`config.mk`:
```
export PLATFORM = sky130hd
export DESIGN_NAME = cfla_chunk_table
export DESIGN_NICKNAME = d
export VERILOG_FILES = /design/src/rtl/core/cfla_pkg.sv /design/src/rtl/core/cfla_chunk_table.sv
export SDC_FILE = /design/constraint.sdc
export NUM_CORES = 1
export LEC_CHECK = 0
export ABC_AREA = 1
export BUFFER_PORTS_ARGS = -buffer_cell sky130_fd_sc_hd__buf_2
export CORE_AREA = 2 2 350 352
export DETAILED_ROUTE_END_ITERATION = 6
export DIE_AREA = 0 0 352 354
export MAX_ROUTING_LAYER = met4
export SKIP_LAST_GASP = 1
export SYNTH_ARGS = -nofsm -noshare
export SYNTH_HDL_FRONTEND = slang
export SYNTH_SLANG_ARGS = --single-unit
```
`constraint.sdc`:
```
create_clock -name clk -period 3.8 [get_ports clk]
set_clock_uncertainty 0.2 [all_clocks]
set_input_delay 0.57 -clock clk [delete_from_list [all_inputs] [get_ports clk]]
set_output_delay 0.57 -clock clk [all_outputs]
set_load 0.02 [all_outputs]
```
`src/rtl/core/cfla_pkg.sv`:
```
// Shared types, sizes and status codes of the chunked free list allocator.
// Every other file in rtl/core refers to this package by scoped names.
`timescale 1ns / 1ps
`default_nettype none

package cfla_pkg;

  // Pool geometry
  localparam int SLOT_W       = 8;
  localparam int CHUNK_ITEMS  = 1 << SLOT_W;
  localparam int MAX_CHUNKS   = 64;
  localparam int CHUNK_W      = (MAX_CHUNKS > 1) ? $clog2(MAX_CHUNKS) : 1;
  localparam int COUNT_W      = SLOT_W + 1;
  localparam int STACK_ADDR_W = CHUNK_W + SLOT_W;

  // Field widths
  localparam int HANDLE_W    = 14;
  localparam int ROW_W       = HANDLE_W - SLOT_W;
  localparam int ITEM_SIZE_W = 13;
  localparam int OFFSET_W    = 26;
  localparam int STATUS_W    = 2;
  localparam int CCOUNT_W    = 7;

  localparam logic [ITEM_SIZE_W-1:0] ITEM_SIZE_RESET = ITEM_SIZE_W'(64);

  // Result status codes
  localparam logic [STATUS_W-1:0] ST_OK        = STATUS_W'(0);
  localparam logic [STATUS_W-1:0] ST_NO_ROOM   = STATUS_W'(1);
  localparam logic [STATUS_W-1:0] ST_NOT_ALLOC = STATUS_W'(2);

  typedef struct packed {
    logic                mode;
    logic [HANDLE_W-1:0] free_handle;
  } req_t;

  typedef struct packed {
    logic [HANDLE_W-1:0] handle;
    logic [OFFSET_W-1:0] byte_offset;
    logic [STATUS_W-1:0] status;
    logic [CCOUNT_W-1:0] chunks_in_use;
  } rsp_t;

  // Write into the chunk count table
  typedef struct packed {
    logic               en;
    logic [CHUNK_W-1:0] chunk;
    logic [COUNT_W-1:0] count;
    logic [COUNT_W-1:0] low;
  } tbl_wr_t;

  // Lowest chunk with a free item and lowest chunk with room
  typedef struct packed {
    logic               pop_found;
    logic [CHUNK_W-1:0] pop_chunk;
    logic               push_found;
    logic [CHUNK_W-1:0] push_chunk;
  } find_t;

  // Single-bit write into the allocated map
  typedef struct packed {
    logic               en;
    logic [CHUNK_W-1:0] row;
    logic [SLOT_W-1:0]  slot;
    logic               value;
  } map_wr_t;

endpackage

`default_nettype wire

```
`src/rtl/core/cfla_chunk_table.sv`:
```
// Per-chunk fill count and low-water mark table, plus the empty/full bitmaps
// and the lowest-chunk search. Depends on cfla_pkg.
`timescale 1ns / 1ps
`default_nettype none

module cfla_chunk_table (
  input  wire logic                        clk,
  input  wire logic                        rst,
  input  wire logic                        rd_en,
  input  wire logic [cfla_pkg::CHUNK_W-1:0] rd_chunk,
  output logic      [cfla_pkg::COUNT_W-1:0] rd_count,
  output logic      [cfla_pkg::COUNT_W-1:0] rd_low,
  input  wire cfla_pkg::tbl_wr_t           wr,
  output cfla_pkg::find_t                  find
);

  localparam logic [cfla_pkg::COUNT_W-1:0] FULL =
    cfla_pkg::COUNT_W'(cfla_pkg::CHUNK_ITEMS);

  logic [2*cfla_pkg::COUNT_W-1:0] mem [cfla_pkg::MAX_CHUNKS];
  logic [2*cfla_pkg::COUNT_W-1:0] ent_q;
  logic [cfla_pkg::MAX_CHUNKS-1:0] valid;
  logic                            valid_q;
  logic [cfla_pkg::MAX_CHUNKS-1:0] nonempty;
  logic [cfla_pkg::MAX_CHUNKS-1:0] notfull;

  // Read and write the count memory
  always_ff @(posedge clk) begin
    if (rd_en) begin
      ent_q <= mem[rd_chunk];
    end
    if (wr.en) begin
      mem[wr.chunk] <= {wr.count, wr.low};
    end
  end

  // Track written entries and the empty/full state of each created chunk
  always_ff @(posedge clk) begin
    if (rst) begin
      valid    <= '0;
      valid_q  <= 1'b0;
      nonempty <= cfla_pkg::MAX_CHUNKS'(1);
      notfull  <= '0;
    end else begin
      if (rd_en) begin
        valid_q <= valid[rd_chunk];
      end
      if (wr.en) begin
        valid[wr.chunk]    <= 1'b1;
        nonempty[wr.chunk] <= (wr.count != '0);
        notfull[wr.chunk]  <= (wr.count != FULL);
      end
    end
  end

  // An entry never written belongs to a full, untouched chunk
  assign rd_count = valid_q ? ent_q[2*cfla_pkg::COUNT_W-1:cfla_pkg::COUNT_W] : FULL;
  assign rd_low   = valid_q ? ent_q[cfla_pkg::COUNT_W-1:0] : FULL;

  // Find the lowest chunk with an item and the lowest with room
  always_comb begin
    find = '0;
    for (int i = cfla_pkg::MAX_CHUNKS - 1; i >= 0; i--) begin
      if (nonempty[i]) begin
        find.pop_found = 1'b1;
        find.pop_chunk = cfla_pkg::CHUNK_W'(i);
      end
      if (notfull[i]) begin
        find.push_found = 1'b1;
        find.push_chunk = cfla_pkg::CHUNK_W'(i);
      end
    end
  end

endmodule

`default_nettype wire

```
* Word-level counts from Yosys, hierarchy flattened
Memories as Yosys holds them, arrays and structs flattened. A register that Yosys moved wholly into a read port is not among the register bits. Cells that the tools add are included.
Word-level totals: flip-flop bits (word level) 193, RAM bits 1152, bits of input ports 34, output and inout port bits 32, logic and storage cells 150, memories kept 1
Memory list:
- mem | depth 64, bits a word 18, read ports 1, clocked after Yosys merged registers in 1, wr ports 1, line cfla_chunk_table.sv:20 | logic [2*cfla_pkg::COUNT_W-1:0] mem [cfla_pkg::MAX_CHUNKS];
Operators by class: order comparisons 3, equality and inequality tests 1, multiplexer cells 138, bitwise logic cells 1, reduce and logical (&&, ||, !) cells 2
Operators by type and width (count):
- 7-bit 2-to-1 mux | 128
- 64-bit bitwise mux | 2
- 64-bit bitwise OR | 1
- 9-bit 2-to-1 mux | 2
- 6-bit by 7-bit < comparator with 1-bit output, second input constant | 2
- 9-bit != test, second input constant | 1
- 9-bit nonzero test | 1
- 1-bit binary-select mux with 6-bit select | 1
- 1-bit demux with 6-bit select | 1
- 6-bit by 1-bit greater-or-equal comparator with 1-bit output, second input constant | 1
- 1-bit 2-to-1 mux | 4
- 1-bit logical AND | 1

* Depth between registers and ports, before layout
depth after elaboration 64, gate-level depth with buffers 63, mapped depth without buffers 63

* Least setup slack after synthesis
Ideal clock, no wire load.
kind flip-flop to output port, start point register notfull[62] (netlist name), end point output port find[0] (netlist name), arrival time 3132 ps, required time 3030 ps, path slack -102 ps, cell stages (with the launch flop) 64, path buffers 0, cell sequence dfxtp_1 inv_1 nand2_1 nand2_1 nand2_1 nand2_1 nand2_1 nand2_1 nand2_1 nand2_1 nand2_1 nand2_1 nand2_1 nand2_1 nand2_1 nand2_1 nand2_1 nand2_1 [... 28 more ...] nand2_1 nand2_1 nand2_1 nand2_1 nand2_1 nand2_1 nand2_1 nand2_1 nand2_1 nand2_1 nand2_1 nand2_1 nand2_1 nand2_1 nand2_1 nand2_1 nand2_1 a21oi_2
RTL lines:
- start: declaration | line cfla_chunk_table.sv:25 | logic [cfla_pkg::MAX_CHUNKS-1:0] notfull;
- start signal: indexed assignment | line cfla_chunk_table.sv:51 | notfull[wr.chunk] <= (wr.count != FULL);
- end: declaration | line cfla_chunk_table.sv:14 | output cfla_pkg::find_t find

==> impl_metrics.toml <==
[place]
postPlaceCellArea_um2 = 57800
place_congestion = 0.822
dp.final_hpwl_mm = 90.3
io_buffer_count = 65

[routing]
drt-vias-per-instance = 5.77
dr_total_vias = 37800
first_pass_iters = 5
drt-initial-drc-count = 4215
routedWlPerCell_um = 24.7
drt_drc_violations_left = 0
route.antenna.remaining_nets = 0
finalWirelength_mm = 161

[power]
power.total_w = 0.0320
power_leakage_nw = 21.2
cellInternalPower_w = 0.0245
power_frac_clock_pct = 42.1
power.net_switching_w = 0.00744
swShare_pct = 23.3
comb_power_share_pct = 6.6
vdd_ir_drop_max_uv = 342
cellPowerDensity_nw_per_um2 = 512
pwr-share-seq_pct = 51.3

[setup_path]
timing.critical_path.slowest_stage_cell = "sky130_fd_sc_hd__dfxtp_2"
end_kind = "primary output"
worstSetupStartpointType = "register"
critical_path.endpoint = "find[7]"
reg2reg_depth = 6
worst-endpoint-arrival_ps = 4540
crit_top_cell = "sky130_fd_sc_hd__nand2_1"
cp.required_ps = 3030
path_class = "register to primary output"
peak_per_stage_delay_on_the_critical_path_ps = 320
r2r-start = "mem[6][13]"
reg2reg_to = "ent_q[13]"
startpoint = "nonempty[62]"
critical_path.max_fanout = 2
rrSetupSlack_ps = 1580

[sta]
period_needed_ps = 5310
max_freq_mhz = 188
final_setup_violation_count = 4
fin_crit_sh_pct = 140
final-hold-violation-count = 0
tns_ps = -4220
setup_repair_after_global_routing_missed_its_margin = "true"
finalMaxSlewViolations = 0
smallest_setup_slack_after_layout_ps = -1510
slew-limit-headroom_pct = 41.7
timing_worst_slew_pin_value_ps = 874

[yosys]
ys_dominant_reg_cell = "sky130_fd_sc_hd__edfxtp_1"
synth-edff-count = 1170
postSynth.asyncResetShare_pct = 0
syn_avg_cell_area_um2 = 11.7
syn-cell-area_um2 = 54100
synth.yosys.seq_area_share_pct = 72.1
synth.distinct_cells = 29
synthesis.nets = 4672
netlist_instances = 4638
yosysWarnings = 0
synth-seq-cells = 1363

[global_route]
antenna_found_initial = 11
grt_pass1_wl_mm = 236
track_usage_pct = 26.2
grt_max_degree = 129
gr-total-overflow = 0
vias_in_the_first_global_route = 35300

[die]
die_area_um2 = 125000
floorplan.core_area_um2 = 121000
die_x_um = 352
fp-row-count = 128
initial_core_util_pct = 44.7
io_pins = 66
die_h_um = 354

[clocking]
cts_max_path_buffers = 3
cts.htree.levels = 4
worst_skew_pair_later_pin_latency_ps = 770
cts.root.buffer_cell = "sky130_fd_sc_hd__clkbuf_16"
hold_buffers = 0
cts.sinks = 1363
worst_setup_hold_path_clk_slew_ps = 60
cts_tree = "yes"
cts-buffers-inserted = 140

[cells_and_area]
layout_cells_sized_above_1_pct = 12.9
finish.net_count = 4830
stdcell_area_um2 = 62500
leading_cell_type_in_the_layout_fill_and_taps_excluded = "sky130_fd_sc_hd__edfxtp_1"
synthToLayoutAreaGrowth_pct = 15.5
most_frequent_cells_in_the_layout = "sky130_fd_sc_hd__edfxtp_1, sky130_fd_sc_hd__nor2_1, sky130_fd_sc_hd__o21ai_0"

[flow_run]
cap_viol_max_count = 0

[min_path]
hold_class = "primary input to register"

[status]
outcome = "finished with violations"
violations = "negative setup slack"
layout make-up:
| cell class | instances | area (um2) |
|---|---|---|
| repair buffers | 312 | 2620 |
| diodes | 10 | 25.0 |
| well taps | 1625 | 2030 |
| clock inverters | 62 | 697 |
| multi-input cells | 2789 | 13400 |
| inverters | 190 | 955 |
| fillers | 10400 | 58500 |
| clock buffers | 192 | 3750 |
| flip-flops and latches | 1363 | 39000 |
logic make-up after synthesis:
family                 count (synthesis)  share of synthesized area (%)
buffers and inverters                486                           3.78
and+or+nand+nor                     1353                           9.50
DFF                                 1363                           72.1
AOI/OAI and AO/OA                   1436                           14.6
what timing repair did:
action,in CTS,in global routing
resized for setup,34,13
hold endpoints to repair,0,0
setup buffers,4,2
endpoints found under the setup margin,6,6
pin swaps,24,24
routing by layer:
metal  global-route usage, %  part of all wire, %
met1                    36.5                   43
met2                    40.5                   46
met3                    3.62                  7.8
met4                    7.54                  2.5
met5                       -                    0
worst min-delay path by stage:
stage | start | to | slack [ps] | cells after the start
after floorplan | valid[10] | valid[10] | 230 | 2
after global placement | valid[38] | valid[38] | 250 | 2
after detailed placement | valid[24] | valid[24] | 260 | 2
after CTS | wr[6] | mem[44][6] | 110 | 1
after global routing | wr[6] | mem[44][6] | 150 | 1
final | wr[6] | mem[49][6] | 130 | 1
worst max-delay path, delay by kind of cell (launching register included):
family | cells | cell delay (ps)
buffers and inverters | 2 | 160
and+or+nand+nor | 61 | 3200
AOI/OAI and AO/OA | 1 | 110
DFF | 1 | 320
power by group through the flow:
stage          Clock (W)  Sequential [W]  Combinational [W]
5_1_grt           0.0142          0.0164            0.00229
6_report          0.0134          0.0164            0.00212
3_5_place_dp           0          0.0167            0.00208
4_1_cts           0.0136          0.0164            0.00210
2_1_floorplan          0          0.0167            0.00107
3_3_place_gp           0          0.0167            0.00207
Yosys cell counts (20+ instances only):
cell / count / area, um2
sky130_fd_sc_hd__edfxtp_1: 1170 / 35100
sky130_fd_sc_hd__nor2_1: 1072 / 4020
sky130_fd_sc_hd__o21ai_0: 553 / 2770
sky130_fd_sc_hd__o21ai_1: 327 / 1640
sky130_fd_sc_hd__o22ai_1: 320 / 2000
sky130_fd_sc_hd__clkbuf_1: 267 / 1000
sky130_fd_sc_hd__nand2_1: 241 / 905
sky130_fd_sc_hd__dfxtp_1: 193 / 3860
sky130_fd_sc_hd__inv_1: 158 / 593
sky130_fd_sc_hd__a21oi_1: 137 / 686
sky130_fd_sc_hd__o221ai_1: 43 / 377
sky130_fd_sc_hd__buf_1: 29 / 109
sky130_fd_sc_hd__o211ai_1: 20 / 150
sequential cells by signal, indices dropped and copies added, names as in the netlist:
name / flops
notfull: 64
nonempty: 64
valid: 64
valid_q: 1
ent_q: 18
mem: 1152
metrics by stage:
step                      hold slack (ps)  util (%)  cells  setup slack (ps)
after floorplan                       235         -   4638             -67.0
after global placement                245      47.8   6273              -886
after detailed placement              259      47.8   6273              -797
after CTS                             110      51.6   6531             -1560
after global routing                  150      51.6   6538             -2070
final                                 132      51.7   6543             -1510
Note: power is estimated with default switching activity, not from simulation.
